### src/hdl/utf8d_pkg.sv
// Shared types and constants for the UTF-8 to code point decoder.
package utf8d_pkg;

  localparam int unsigned ByteW  = 8;
  localparam int unsigned CpW    = 21;
  localparam int unsigned RemW   = 2;

  // Code point limits.
  localparam logic [CpW-1:0] CpMax   = 21'h10FFFF;
  localparam logic [CpW-1:0] SurrLow = 21'h00D800;
  localparam logic [CpW-1:0] SurrHigh = 21'h00DFFF;

  // Lead byte thresholds.
  localparam logic [ByteW-1:0] LeadTwo   = 8'h80;
  localparam logic [ByteW-1:0] LeadThree = 8'hE0;
  localparam logic [ByteW-1:0] LeadFour  = 8'hF0;
  localparam logic [ByteW-1:0] LeadBad   = 8'hF8;

  // Payload masks for lead and continuation bytes.
  localparam logic [ByteW-1:0] MaskTwo   = 8'h1F;
  localparam logic [ByteW-1:0] MaskThree = 8'h0F;
  localparam logic [ByteW-1:0] MaskFour  = 8'h07;
  localparam logic [ByteW-1:0] MaskCont  = 8'h3F;

  // Result status codes.
  typedef enum logic [1:0] {
    ST_OK      = 2'd0,
    ST_TRUNC   = 2'd1,
    ST_BADLEAD = 2'd2,
    ST_BADCP   = 2'd3
  } status_t;

  // One input word as held in the input register.
  typedef struct packed {
    logic [ByteW-1:0] data_byte;
    logic             string_end;
  } utf8d_in_t;

  // One result word.
  typedef struct packed {
    logic [CpW-1:0] code_point;
    status_t        status;
    logic           result_last;
  } utf8d_res_t;

endpackage

### src/hdl/utf8d_in_stage.sv
// Input register stage: holds one accepted byte until the decoder takes it.
module utf8d_in_stage
  import utf8d_pkg::*;
(
  input  logic      clk,
  input  logic      rst,
  input  logic      in_valid,
  output logic      in_ready,
  input  utf8d_in_t in_word,
  input  logic      take,
  output logic      hold_valid,
  output utf8d_in_t hold_word
);

  logic hold_valid_next;

  // Accept a new word whenever the register is empty or drains this cycle.
  assign in_ready = !hold_valid || take;

  always_comb begin
    hold_valid_next = hold_valid;
    if (in_valid && in_ready) begin
      hold_valid_next = 1'b1;
    end else if (take) begin
      hold_valid_next = 1'b0;
    end
  end

  always_ff @(posedge clk) begin
    if (rst) begin
      hold_valid <= 1'b0;
    end else begin
      hold_valid <= hold_valid_next;
    end
  end

  // Payload needs no reset.
  always_ff @(posedge clk) begin
    if (in_valid && in_ready) begin
      hold_word <= in_word;
    end
  end

endmodule

### src/hdl/utf8d_step.sv
// Decode step: sequence state and the per-byte decode logic.
module utf8d_step
  import utf8d_pkg::*;
(
  input  logic       clk,
  input  logic       rst,
  input  logic       fire,
  input  utf8d_in_t  word,
  output logic       emit,
  output utf8d_res_t res
);

  logic [CpW-1:0]  partial_value, partial_value_next;
  logic [RemW-1:0] bytes_remaining, bytes_remaining_next;
  logic            dropping, dropping_next;

  logic [CpW-1:0]  acc;
  logic [RemW-1:0] rem_dec;
  logic [ByteW-1:0] b;
  logic            last;
  logic            err;

  assign b    = word.data_byte;
  assign last = word.string_end;

  // Continuation byte appends six bits to the running value.
  assign acc     = {partial_value[CpW-7:0], b[5:0]};
  assign rem_dec = bytes_remaining - RemW'(1);

  // Decode one byte against the sequence state.
  always_comb begin
    partial_value_next   = partial_value;
    bytes_remaining_next = bytes_remaining;
    dropping_next        = dropping;
    emit                 = 1'b0;
    err                  = 1'b0;
    res.code_point       = '0;
    res.status           = ST_OK;
    res.result_last      = last;

    if (dropping) begin
      // Skip the rest of a failed string up to its final byte.
      if (last) begin
        dropping_next        = 1'b0;
        partial_value_next   = '0;
        bytes_remaining_next = '0;
      end
    end else if (bytes_remaining == '0) begin
      if (b < LeadTwo) begin
        emit           = 1'b1;
        res.code_point = CpW'(b);
      end else if (b < LeadBad) begin
        if (b < LeadThree) begin
          partial_value_next   = CpW'(b & MaskTwo);
          bytes_remaining_next = RemW'(1);
        end else if (b < LeadFour) begin
          partial_value_next   = CpW'(b & MaskThree);
          bytes_remaining_next = RemW'(2);
        end else begin
          partial_value_next   = CpW'(b & MaskFour);
          bytes_remaining_next = RemW'(3);
        end
        if (last) begin
          err        = 1'b1;
          res.status = ST_TRUNC;
        end
      end else begin
        err        = 1'b1;
        res.status = ST_BADLEAD;
      end
    end else if (rem_dec != '0) begin
      partial_value_next   = acc;
      bytes_remaining_next = rem_dec;
      if (last) begin
        err        = 1'b1;
        res.status = ST_TRUNC;
      end
    end else begin
      // Final byte of the sequence: range and surrogate check.
      partial_value_next   = '0;
      bytes_remaining_next = '0;
      if (acc > CpMax || (acc >= SurrLow && acc <= SurrHigh)) begin
        err        = 1'b1;
        res.status = ST_BADCP;
      end else begin
        emit           = 1'b1;
        res.code_point = acc;
      end
    end

    // Any error clears the sequence and starts dropping unless the string ends.
    if (err) begin
      emit                 = 1'b1;
      res.code_point       = '0;
      partial_value_next   = '0;
      bytes_remaining_next = '0;
      dropping_next        = !last;
    end
  end

  always_ff @(posedge clk) begin
    if (rst) begin
      partial_value   <= '0;
      bytes_remaining <= '0;
      dropping        <= 1'b0;
    end else if (fire) begin
      partial_value   <= partial_value_next;
      bytes_remaining <= bytes_remaining_next;
      dropping        <= dropping_next;
    end
  end

  // While dropping, no sequence is in progress.
  a_drop_clear: assert property (@(posedge clk) disable iff (rst)
    dropping |-> (bytes_remaining == '0 && partial_value == '0))
    else $error("sequence state left over while dropping");

  // An error on a non-final byte puts the decoder into drop mode.
  a_drop_start: assert property (@(posedge clk) disable iff (rst)
    (fire && emit && res.status != ST_OK && !last) |=> dropping)
    else $error("error did not start dropping");

  // A successful result is always a valid scalar value.
  a_ok_range: assert property (@(posedge clk) disable iff (rst)
    (emit && res.status == ST_OK) |->
      (res.code_point <= CpMax && (res.code_point < SurrLow || res.code_point > SurrHigh)))
    else $error("ok result out of range");

  // The byte that ends a string always leaves the decoder idle.
  a_end_idle: assert property (@(posedge clk) disable iff (rst)
    (fire && last) |=> (!dropping && bytes_remaining == '0))
    else $error("state not idle after string end");

endmodule

### src/hdl/utf8d_out_stage.sv
// Output register stage: holds one result word until it is taken.
module utf8d_out_stage
  import utf8d_pkg::*;
(
  input  logic       clk,
  input  logic       rst,
  input  logic       load,
  input  utf8d_res_t load_word,
  output logic       out_valid,
  input  logic       out_ready,
  output utf8d_res_t out_word
);

  logic out_valid_next;

  // Load only happens when the register is empty or being taken.
  always_comb begin
    out_valid_next = out_valid;
    if (load) begin
      out_valid_next = 1'b1;
    end else if (out_ready) begin
      out_valid_next = 1'b0;
    end
  end

  always_ff @(posedge clk) begin
    if (rst) begin
      out_valid <= 1'b0;
    end else begin
      out_valid <= out_valid_next;
    end
  end

  always_ff @(posedge clk) begin
    if (load) begin
      out_word <= load_word;
    end
  end

endmodule

### src/hdl/utf8_to_codepoint_decoder.sv
// Each byte is held in the input register, its result word in the output register.
// Throughput: one byte per cycle while words are taken; the output register and
// the input register let a new byte in while a finished word waits on out_ready.
// Only completed sequences and errors yield words; state advances per byte.
// Reset (rst, synchronous) clears both valid flags and the sequence state.
// Top level of the UTF-8 to code point decoder.
module utf8_to_codepoint_decoder
  import utf8d_pkg::*;
(
  input  logic                 clk,
  input  logic                 rst,
  input  logic                 in_valid,
  output logic                 in_ready,
  input  logic [ByteW-1:0]     data_byte,
  input  logic                 string_end,
  output logic                 out_valid,
  input  logic                 out_ready,
  output logic [CpW-1:0]       code_point,
  output logic [1:0]           status,
  output logic                 result_last
);

  utf8d_in_t  in_word, hold_word;
  utf8d_res_t step_res, out_word;
  logic       hold_valid;
  logic       fire;
  logic       step_emit;

  assign in_word.data_byte  = data_byte;
  assign in_word.string_end = string_end;

  // The held byte is decoded when the output register has room for its word.
  assign fire = hold_valid && (!out_valid || out_ready);

  utf8d_in_stage u_in (
    .clk        (clk),
    .rst        (rst),
    .in_valid   (in_valid),
    .in_ready   (in_ready),
    .in_word    (in_word),
    .take       (fire),
    .hold_valid (hold_valid),
    .hold_word  (hold_word)
  );

  utf8d_step u_step (
    .clk  (clk),
    .rst  (rst),
    .fire (fire),
    .word (hold_word),
    .emit (step_emit),
    .res  (step_res)
  );

  utf8d_out_stage u_out (
    .clk       (clk),
    .rst       (rst),
    .load      (fire && step_emit),
    .load_word (step_res),
    .out_valid (out_valid),
    .out_ready (out_ready),
    .out_word  (out_word)
  );

  assign code_point  = out_word.code_point;
  assign status      = out_word.status;
  assign result_last = out_word.result_last;

endmodule

### config.mk
export PLATFORM = sky130hd
export DESIGN_NAME = utf8_to_codepoint_decoder
export DESIGN_NICKNAME = d
export VERILOG_FILES = /design/src/hdl/utf8d_pkg.sv /design/src/hdl/utf8d_in_stage.sv /design/src/hdl/utf8d_step.sv /design/src/hdl/utf8d_out_stage.sv /design/src/hdl/utf8_to_codepoint_decoder.sv
export SDC_FILE = /design/constraint.sdc
export NUM_CORES = 1
export LEC_CHECK = 0
export ABC_AREA = 1
export BUFFER_PORTS_ARGS = -buffer_cell sky130_fd_sc_hd__buf_2
export CORE_MARGIN = 8
export CORE_UTILIZATION = 30
export CTS_CLUSTER_SIZE = 8
export DETAILED_ROUTE_END_ITERATION = 7
export PLACE_DENSITY = 0.48
export SLEW_MARGIN = 15
export SYNTH_ARGS = -nofsm -noshare
export SYNTH_HDL_FRONTEND = slang
export SYNTH_SLANG_ARGS = --single-unit
### constraint.sdc
create_clock -name clk -period 4.6 [get_ports clk]
set_input_delay 0.69 -clock clk [delete_from_list [all_inputs] [get_ports clk]]
set_output_delay 0.69 -clock clk [all_outputs]
set_load 0.1 [all_outputs]
==> metrics.md, run 1 <==
| Metric | Value |
|---|---|
| Number of global-route vias before repair | `1,798` |
| CP arrival | `2490 ps` |
| Post-synth net total | `259` |
| DRT antenna net count | `0` |
| Layout Area Growth over Synthesis | `15.5%` |
| Average routed wire per standard cell | `13.6 um` |
| Layout cell share with drive strength beyond 1 | `28.3%` |
| Setup TNS | `0 ps` |
| GRT Resource Usage Total | `9.72%` |
| Initial antenna violation count | `0` |
| I/O Buffers | `38` |
| Met2 usage | `16.4%` |
| Cts bufs inserted | `5` |
| Outcome | `finished clean` |
| Starting Density | `30.9%` |
| Leakage | `1.05 nW` |
| Hold bufs inserted after CTS | `0` |
| Core area | `0.00773 mm2` |
| Minimum clock period | `2560 ps` |
| Hold Crit Depth | `2` |
| R2R cell count | `7` |
| Placed instance area | `0.00267 mm2` |
| Slew headroom | `33.7%` |
| GR Util met1 | `11.9%` |
| Peak supply drop | `0.000106 V` |
| Kind of critical path | `register to register` |
| Ant diodes | `0` |
| Ys flop type | `edfxtp_1` |
| Final Cell Area | `0.00276 mm2` |
| Fin. Hold Viols | `0` |
| Vias/cell | `4.57` |
| Root Driver | `clkbuf_8` |
| YS warnings | `0` |
| Max Clock Freq | `390 MHz` |
| Most numerous cell on the critical path | `inv_1` |
| Gate Count Post-Synth | `244` |
| Least-Margin Pin Slew | `993 ps` |
| Most Crowded Layer GR | `met2` |
| Row count | `32` |
| Chip width | `105 um` |
| Clk Latency, worst-skew pair | `310 ps` |
| Setup WS post-layout | `2040 ps` |
| Met3 usage | `2.38%` |
| Die Y | `105 um` |
| Resized Gates After CTS | `0` |
| Post-detail-place hpwl | `3740 um` |
| Post-synthesis register bit count | `53` |
| Clk_skew | `7.34 ps` |
| Htree depth | `2` |
| CP Launch Type | `register` |
| Critical Path RT | `4530 ps` |
| Crit end category | `register` |
| Place WS | `2000 ps` |
| Max cap viols | `0` |
| 1st-pass router iterations | `4` |
| Post-synth ARST share | `0%` |
| Flop2flop setup slack | `2040 ps` |
| Post-synth EDFFs | `33` |
| Clock sinks | `53` |
| Critical path fanouts, max | `24` |
| Final worst path period share | `55.7%` |
| Largest stage delay, worst path | `720 ps` |
| Post-CTS Setup Inserts | `0` |
| PwrDens | `371 mW/mm2` |
| Netlist cell types | `31` |
| Total Wirelength | `5240 um` |
| Crit path max-delay cell type | `inv_1` |
| # setup viols final | `0` |
| Largest net degree at the start of global routing | `30` |
| # DRC | `0` |
| Worst-path clk slew | `100 ps` |
| Syn Area/Cell | `9.79 um2` |
| Synth Cell Area | `0.00239 mm2` |
| Register area share after synthesis | `58.3%` |
| Max Root-Sink Buffers | `2` |
| TritonCTS clock tree | `built` |
| Boundary Pins | `39` |
| HP Class | `register to register` |
| Vias | `1,760` |
| RSZ-0062 raised after global routing | `no` |
| Cell Chain, Critical Path | `inv_1 -> ha_1 -> nor2_4 -> inv_1 -> o21ai_2 -> o21ai_2 -> inv_1` |
| Final net count | `297` |
| GRT overflow | `0` |
| DR iter-0 viols | `101` |
| GPL Wtd Cong | `0.824` |
| Pins over their slew limit | `0` |
| Die Area | `0.0111 mm2` |
| First-pass GRT wire length | `8760 um` |
==> routing by layer <==
metal	vias up	part of all wire (%)
met5	-	0
met4	0	0.94
met3	5	3.5
met2	37	49
met1	826	46
li1	892	-
==> cells in the final DEF (no fill, tap or decap), types with 5 or more instances in the layout <==
cell,Yosys,layout
nor2_1,28,28
inv_1,35,35
nand3_1,13,13
a21oi_2,10,10
nand2_2,8,8
dfxtp_1,20,20
edfxtp_1,33,33
o21ai_0,12,12
clkbuf_8,0,5
nand2_1,26,26
a21oi_1,15,15
buf_2,3,38
nor3_1,11,11
==> worst max-delay path: cells and delay by family (launching register included) <==
family	cells	cell delay, ps
adder cells (fa/ha/maj)	1	390
AO/OA/AOI/OAI	2	270
flip-flops	1	370
buffers and inverters	3	880
AND/OR/NAND/NOR	1	270
==> synthesized netlist by cell type (3+ instances only) <==
master | instances | area share [%]
nand4_1 | 4 | 1.0
o21ai_0 | 12 | 2.5
dfxtp_1 | 20 | 17
nor3_1 | 11 | 2.3
inv_1 | 35 | 5.5
nor2_1 | 28 | 4.4
nand2_2 | 8 | 2.1
nand2_1 | 26 | 4.1
a21oi_2 | 10 | 3.7
buf_2 | 3 | 0.63
o21ai_2 | 3 | 1.1
nand3_1 | 13 | 2.7
a21oi_1 | 15 | 3.1
edfxtp_1 | 33 | 41
==> sequential cells by signal, indices dropped and copies added (netlist names) <==
signal	cells
u_out.out_valid	1
u_in.hold_valid	1
u_out.out_word	24
u_step.partial_value	15
u_in.hold_word	9
u_step.bytes_remaining	2
u_step.dropping	1
==> through the flow <==
stage | total power [W] | instances | utilization [%] | hold slack (ps)
2_1_floorplan | 0.000733 | 244 | - | 444
6_report | 0.00102 | 385 | 35.7 | 469
3_5_place_dp | 0.000777 | 377 | 34.6 | 456
3_3_place_gp | 0.000776 | 377 | 34.6 | 456
4_1_cts | 0.00103 | 385 | 35.7 | 471
5_1_grt | 0.00107 | 385 | 35.7 | 490
==> logic make-up (layout without fill, tap and decap cells) <==
family	Yosys count	after routing	synth area share, %
fa+ha+maj	2	2	1.05
simple gates	98	98	20.3
flops	53	53	58.3
compound gates	44	44	11.9
buf+inv	47	86	8.43
==> layout make-up <==
type	instances	area, um2
clock buffer	5	68.8
clock inverter	3	17.5
fill	827	4970
inverter	39	153
multi-input combinational	144	803
sequential	53	1390
tap	102	128
timing repair buffer	39	198
==> worst paths after layout <==
path	start	end
max	u_step.bytes_remaining[0]	u_out.out_word[9]
min	u_step.partial_value[11]	u_step.partial_value[11]
max reg2reg	u_step.bytes_remaining[0]	u_out.out_word[9]
min reg2reg	u_step.partial_value[11]	u_step.partial_value[11]
==> report_power, final <==
group / internal (W) / switching (W)
Clock: 0.000105 / 0.000155
Sequential: 0.000533 / 0.0000131
Combinational: 0.0000416 / 0.000176
Power figures use the tool's default switching activity.
==> run 2: changes to the inputs <==
--- a/config.mk
+++ b/config.mk
@@ -11,7 +11,7 @@
 export CORE_UTILIZATION = 30
 export CTS_CLUSTER_SIZE = 8
 export DETAILED_ROUTE_END_ITERATION = 7
-export PLACE_DENSITY = 0.48
+export PLACE_DENSITY = 0.49
 export SLEW_MARGIN = 15
 export SYNTH_ARGS = -nofsm -noshare
 export SYNTH_HDL_FRONTEND = slang
==> constraint.sdc (replaced) <==
create_clock -name clk -period 2.3 [get_ports clk]
set_input_delay 0.345 -clock clk [delete_from_list [all_inputs] [get_ports clk]]
set_output_delay 0.345 -clock clk [all_outputs]
set_load 0.1 [all_outputs]
==> run 2 against run 1 <==
Effect of this change:
- cell count up 1.3%
- setup slack lost 1700 ps
- global-route usage fell by 0.16 points
- total power grew 120%
- design area is 4.0% higher
- clock power grew to 2.6 times the previous value
- die area unchanged
- first-iteration DRC count shrank 12%
- register-to-register slack worse by 1700 ps
- sequential cell count unchanged
- fmax rose by 32%
==> metrics.md, run 2 (synthesized netlist as in run 1, its figures left out) <==
| Metric | Value |
|---|---|
| Met3 usage | `2.31% (was 2.38%)` |
| Vias/cell | `4.53 (was 4.57)` |
| Root Driver | `clkbuf_8 (unchanged)` |
| Ant diodes | `0 (unchanged)` |
| Most numerous cell on the critical path | `inv_1 (unchanged)` |
| Top delay family on crit path | `buffers and inverters (unchanged)` |
| Initial antenna violation count | `0 (unchanged)` |
| Chip width | `105 um (unchanged)` |
| Outcome | `finished clean (unchanged)` |
| Max Root-Sink Buffers | `2 (unchanged)` |
| Least-Margin Pin Slew | `496 ps (was 993 ps)` |
| Max Clock Freq | `517 MHz (was 390 MHz)` |
| Clk_skew | `8.47 ps (was 7.34 ps)` |
| Cell Count, Final, Fillers Out | `390 (was 385)` |
| Largest regs | `u_out.out_word x24, u_step.partial_value x15, u_in.hold_word x9 (unchanged)` |
| I/O Buffers | `38 (unchanged)` |
| Average routed wire per standard cell | `13.3 um (was 13.6 um)` |
| Kind of critical path | `register to register (unchanged)` |
| 1st-pass router iterations | `4 (unchanged)` |
| Cell Chain, Critical Path | `inv_1 -> ha_1 -> nor2_4 -> inv_1 -> o21ai_2 -> o21ai_2 -> inv_1 -> buf_4 (was inv_1 -> ha_1 -> nor2_4 -> inv_1 -> o21ai_2 -> o21ai_2 -> inv_1)` |
| Setup TNS | `0 ps (unchanged)` |
| Critical Path RT | `2320 ps (was 4530 ps)` |
| Number of global-route vias before repair | `1,796 (was 1,798)` |
| Max cap viols | `0 (unchanged)` |
| # fillers | `781 (was 827)` |
| Leakage | `1.10 nW (was 1.05 nW)` |
| Clk Latency, worst-skew pair | `300 ps (was 310 ps)` |
| First-pass GRT wire length | `8650 um (was 8760 um)` |
| Die Area | `0.0111 mm2 (unchanged)` |
| Total Wirelength | `5190 um (was 5240 um)` |
| # setup viols final | `0 (unchanged)` |
| Post-CTS Setup Inserts | `0 (unchanged)` |
| Row count | `32 (unchanged)` |
| RSZ-0062 raised after global routing | `no (unchanged)` |
| GRT Resource Usage Total | `9.56% (was 9.72%)` |
| Largest net degree at the start of global routing | `23 (was 30)` |
| Largest reg by FF count | `u_out.out_word (unchanged)` |
| Layout cell share with drive strength beyond 1 | `30.2% (was 28.3%)` |
| Slew headroom | `67.2% (was 33.7%)` |
| Boundary Pins | `39 (unchanged)` |
| Highest-count cells in the layout ignoring fill and taps | `buf_2 (38), inv_1 (35), edfxtp_1 (33), nor2_1 (28), nand2_1 (26) (unchanged)` |
| PwrDens | `777 mW/mm2 (was 371 mW/mm2)` |
| HP Class | `input port to register (was register to register)` |
| Flop2flop setup slack | `370 ps (was 2040 ps)` |
| Peak supply drop | `0.000237 V (was 0.000106 V)` |
| Fin util | `37.1% (was 35.7%)` |
| Post-detail-place hpwl | `3880 um (was 3740 um)` |
| Vias | `1,765 (was 1,760)` |
| Buf/Inv on CP | `4 (was 3)` |
| Commonest non-fill, non-tap cell in the layout | `buf_2 (unchanged)` |
| Clock sinks | `53 (unchanged)` |
| Worst-path clk slew | `90 ps (was 100 ps)` |
| Minimum clock period | `1930 ps (was 2560 ps)` |
| Layout Area Growth over Synthesis | `20.2% (was 15.5%)` |
| Met2 usage | `16.4% (unchanged)` |
| DR iter-0 viols | `89 (was 101)` |
| TritonCTS clock tree | `built (unchanged)` |
| Starting Density | `30.9% (unchanged)` |
| Largest stage delay, worst path | `360 ps (was 720 ps)` |
| Most Crowded Layer GR | `met2 (unchanged)` |
| Hold slack | `215 ps (was 469 ps)` |
| Hold bufs inserted after CTS | `0 (unchanged)` |
| Core area | `0.00773 mm2 (unchanged)` |
| CP Launch Type | `register (unchanged)` |
| Final worst path period share | `84.1% (was 55.7%)` |
| Htree depth | `2 (unchanged)` |
| Final net count | `302 (was 297)` |
| Fin. Hold Viols | `0 (unchanged)` |
| DRT antenna net count | `0 (unchanged)` |
| Crit end category | `register (unchanged)` |
| Pins over their slew limit | `0 (unchanged)` |
| Max reg flops | `24 (unchanged)` |
| Placed cells | `382 (was 377)` |
| # DRC | `0 (unchanged)` |
| Resized Gates After CTS | `0 (unchanged)` |
| GRT overflow | `0 (unchanged)` |
| Tot Pwr | `0.00223 W (was 0.00102 W)` |
| CP arrival | `1950 ps (was 2490 ps)` |
| Critical path fanouts, max | `9 (was 24)` |
| Cts bufs inserted | `5 (unchanged)` |
| GR Util met1 | `11.1% (was 11.9%)` |
| Crit path max-delay cell type | `dfxtp_1 (was inv_1)` |
| Die Y | `105 um (unchanged)` |
| GPL Wtd Cong | `0.807 (was 0.824)` |
## run 2: path summary, 6_finish.rpt
| path | endpoint | cells after the start | startpoint |
|---|---|---|---|
| min | u_in.hold_word[2] | 1 | data_byte[1] |
| min reg2reg | u_step.partial_value[3] | 2 | u_step.partial_value[3] |
| max reg2reg | u_out.out_word[2] | 8 | u_step.bytes_remaining[0] |
| max | u_out.out_word[2] | 8 | u_step.bytes_remaining[0] |
## run 2: metal layers
| metal | wire length (um) | share of wire, % |
|---|---|---|
| met2 | 2450 | 47 |
| met5 | 0 | 0 |
| met3 | 189 | 3.6 |
| met1 | 2480 | 48 |
| met4 | 76 | 1.5 |
## run 2: power breakdown
part	internal [W]	switching [W]
Sequential	0.00107	0.0000274
Combinational	0.0000985	0.000352
Clock	0.000389	0.000297
## run 2: layout make-up
class	count	area, um2	area share (%)
sequential	53	1390	48.5
tap	102	128	4.45
multi-input combinational	144	808	28.2
inverter	39	153	5.32
timing repair buffer	44	260	9.07
clock inverter	2	35.0	1.22
clock buffer	6	93.8	3.27
## run 2: worst register-to-register path: stages (launching register included)
cell and delay (ps):
dfxtp_1 360, inv_1 80, ha_1 330, nor2_4 230, inv_1 90, o21ai_2 180
o21ai_2 90, inv_1 110, buf_4 180
## run 2: stage by stage
| step | setup slack, ps | cell area, um2 |
|---|---|---|
| 6_report | 366 | 2870 |
| 3_5_place_dp | 370 | 2740 |
| 2_1_floorplan | 267 | 2390 |
| 5_1_grt | 192 | 2870 |
| 4_1_cts | 346 | 2870 |
| 3_3_place_gp | 427 | 2740 |
==> run 3: changes to the inputs <==
==> constraint.sdc (replaced) <==
create_clock -name clk -period 1.7 [get_ports clk]
set_input_delay 0.255 -clock clk [delete_from_list [all_inputs] [get_ports clk]]
set_output_delay 0.255 -clock clk [all_outputs]
set_load 0.1 [all_outputs]
==> run 3 against run 2 <==
Effect of this change:
- the run now ends with negative setup slack left
- clock power up 43%
- wire length up 8.3%
- global-route usage up 0.43 points
- register-to-register slack worse by 400 ps
- clock-buffer cell count down 1
- clock skew down 1.7 ps
- sequential power up 35%
- combinational power up 60%
- fmax up 12%
- via count up 8.8%
- design area up 13%
- critical path type unchanged
- largest cell class unchanged
- largest power group unchanged
==> metrics.md, run 3 (synthesized netlist as in run 1, its figures left out) <==
| Metric | Value |
|---|---|
| Largest reg by FF count | `u_out.out_word (unchanged)` |
| Total Wirelength | `5620 um (was 5190 um)` |
| Hold_sp | `data_byte[4] (was data_byte[1])` |
| Die Y | `105 um (unchanged)` |
| Reg2reg start | `u_step.partial_value[13] (was u_step.bytes_remaining[0])` |
| Average routed wire per standard cell | `13.4 um (was 13.3 um)` |
| Leakage | `1.27 nW (was 1.10 nW)` |
| R2R cell count | `9 (was 8)` |
| Worst-path clk slew | `90 ps (about the same)` |
| Crit end category | `register (unchanged)` |
| Max cap viols | `0 (unchanged)` |
| Critical path fanouts, max | `4 (was 9)` |
| Fin. Hold Viols | `0 (unchanged)` |
| Largest net degree at the start of global routing | `30 (was 23)` |
| Root Driver | `clkbuf_8 (unchanged)` |
| Cts bufs inserted | `5 (unchanged)` |
| Most numerous cell on the critical path | `nand2_2 (was inv_1)` |
| GRT Resource Usage Total | `10.0% (was 9.56%)` |
| Post-detail-place hpwl | `4200 um (was 3880 um)` |
| TritonCTS clock tree | `built (unchanged)` |
| Final Cell Area | `0.00323 mm2 (was 0.00287 mm2)` |
| Clk_skew | `6.79 ps (was 8.47 ps)` |
| Tot Pwr | `0.00318 W (was 0.00223 W)` |
| DR iter-0 viols | `139 (was 89)` |
| GRT overflow | `0 (unchanged)` |
| Layout cell share with drive strength beyond 1 | `44.8% (was 30.2%)` |
| Max Root-Sink Buffers | `2 (unchanged)` |
| HP Class | `input port to register (unchanged)` |
| Row count | `32 (unchanged)` |
| Boundary Pins | `39 (unchanged)` |
| # setup viols final | `24 (was 0)` |
| Highest-count cells in the layout ignoring fill and taps | `buf_2 (38), edfxtp_1 (33), buf_4 (31), nor2_1 (28), inv_1 (26) (was buf_2 (38), inv_1 (35), edfxtp_1 (33), nor2_1 (28), nand2_1 (26))` |
| Number of global-route vias before repair | `1,948 (was 1,796)` |
| First-pass GRT wire length | `9090 um (was 8650 um)` |
| Kind of critical path | `register to register (unchanged)` |
| # fillers | `773 (was 781)` |
| Cell Count, Final, Fillers Out | `421 (was 390)` |
| Ant diodes | `0 (unchanged)` |
| Pins over their slew limit | `0 (unchanged)` |
| Chip width | `105 um (unchanged)` |
| 1st-pass router iterations | `4 (unchanged)` |
| Clock sinks | `53 (unchanged)` |
| I/O Buffers | `38 (unchanged)` |
| PwrDens | `984 mW/mm2 (was 777 mW/mm2)` |
| Htree depth | `2 (unchanged)` |
| Outcome | `finished, violations left (was finished clean)` |
| Clk Latency, worst-skew pair | `300 ps (about the same)` |
| Place WS | `-29.5 ps (was 370 ps)` |
| Placed instance area | `0.00296 mm2 (was 0.00274 mm2)` |
| Setup TNS | `-417 ps (was 0 ps)` |
| Core area | `0.00773 mm2 (unchanged)` |
| Least-Margin Pin Slew | `491 ps (was 496 ps)` |
| Vias/cell | `4.56 (was 4.53)` |
| Final net count | `333 (was 302)` |
| Failing checks | `negative setup slack` |
| CP arrival | `1810 ps (was 1950 ps)` |
| Commonest non-fill, non-tap cell in the layout | `buf_2 (unchanged)` |
| # DRC | `0 (unchanged)` |
| Flop2flop setup slack | `-30 ps (was 370 ps)` |
| CP Launch Type | `register (unchanged)` |
| Die Area | `0.0111 mm2 (unchanged)` |
| Slew headroom | `67.5% (was 67.2%)` |
| Hold EP | `u_in.hold_word[5] (was u_in.hold_word[2])` |
| Max Clock Freq | `578 MHz (was 517 MHz)` |
| Cell Chain, Critical Path | `inv_2 -> nand2_2 -> o21ai_2 -> nand2_2 -> nand2_4 -> nand3_4 -> o21ai_4 -> clkinvlp_4 -> buf_4 (was inv_1 -> ha_1 -> nor2_4 -> inv_1 -> o21ai_2 -> o21ai_2 -> inv_1 -> buf_4)` |
| Largest regs | `u_out.out_word x24, u_step.partial_value x15, u_in.hold_word x9 (unchanged)` |
| RSZ-0062 raised after global routing | `yes (was no)` |
| Crit path max-delay cell type | `dfxtp_2 (was dfxtp_1)` |
| Setup WS post-layout | `-30.6 ps (was 366 ps)` |
| Vias | `1,920 (was 1,765)` |
| Final worst path period share | `102% (was 84.1%)` |
| Minimum clock period | `1730 ps (was 1930 ps)` |
| Critical Path RT | `1780 ps (was 2320 ps)` |
| Largest stage delay, worst path | `340 ps (was 360 ps)` |
| Layout Area Growth over Synthesis | `35.4% (was 20.2%)` |
| GPL Wtd Cong | `0.803 (was 0.807)` |
| Hold Crit Depth | `1 (unchanged)` |
| Reg2reg end | `u_out.out_word[23] (was u_out.out_word[2])` |
| Placed cells | `402 (was 382)` |
| Initial antenna violation count | `0 (unchanged)` |
| Max reg flops | `24 (unchanged)` |
| Starting Density | `30.9% (unchanged)` |
| DRT antenna net count | `0 (unchanged)` |
| Peak supply drop | `0.000485 V (was 0.000237 V)` |
==> run 3: critical path: cells and delay by family (launching register included) <==
| kind | cells | cell delay [ps] |
|---|---|---|
| AO/OA/AOI/OAI | 2 | 350 |
| buffers and inverters | 3 | 490 |
| AND/OR/NAND/NOR | 4 | 330 |
| flip-flops | 1 | 340 |
==> run 3: repair_timing <==
item	in CTS	in global routing
gates resized for setup	3	21
pin swaps	3	4
buffers inserted	3	7
hold buffers	0	0
hold endpoints to repair	0	0
gates cloned	0	1
endpoints found under the setup margin	24	42
==> run 3: stage by stage <==
| stage | util [%] | hold slack, ps |
|---|---|---|
| final | 41.8 | 120 |
| after global routing | 41.8 | 108 |
| after CTS | 40.4 | 110 |
| after detailed placement | 38.2 | 433 |
| after global placement | 38.2 | 433 |
| after floorplan | - | 354 |
==> run 3: worst max-delay path by stage <==
stage,start,endpoint,slack (ps),cells past startpoint
3_5_place_dp,u_step.bytes_remaining[0],u_out.out_word[12],-30,8
2_1_floorplan,u_in.hold_word[8],u_out.out_word[0],-90,8
3_3_place_gp,u_step.bytes_remaining[0],u_out.out_word[12],20,8
5_1_grt,u_step.partial_value[13],u_out.out_word[6],-90,9
4_1_cts,u_step.partial_value[11],u_out.out_word[23],3,9
6_report,u_step.partial_value[13],u_out.out_word[23],-30,9
==> run 3: layout make-up <==
class | count | area [um2] | share of cell area [%]
flip-flops and latches | 53 | 1410 | 43.6
inverters | 39 | 159 | 4.91
well taps | 102 | 128 | 3.95
repair buffers | 75 | 531 | 16.4
clock inverters | 3 | 65.1 | 2.01
clock buffers | 5 | 68.8 | 2.13
multi-input cells | 144 | 873 | 27.0
==> run 3: power by group <==
group | switching, W | internal (W) | leakage, nW
logic | 0.000512 | 0.000209 | 0.728
clock network | 0.000400 | 0.000585 | 0.0681
registers | 0.0000322 | 0.00144 | 0.473
total | 0.000945 | 0.00224 | 1.27
==> run 3: metal layers <==
layer | vias up | wire length (um) | global-route usage (%)
met4 | 0 | 73 | 3.36
met5 | - | 0 | 0
li1 | 963 | - | -
met1 | 916 | 2540 | 11.9
met2 | 34 | 2780 | 17.2
met3 | 7 | 232 | 2.38
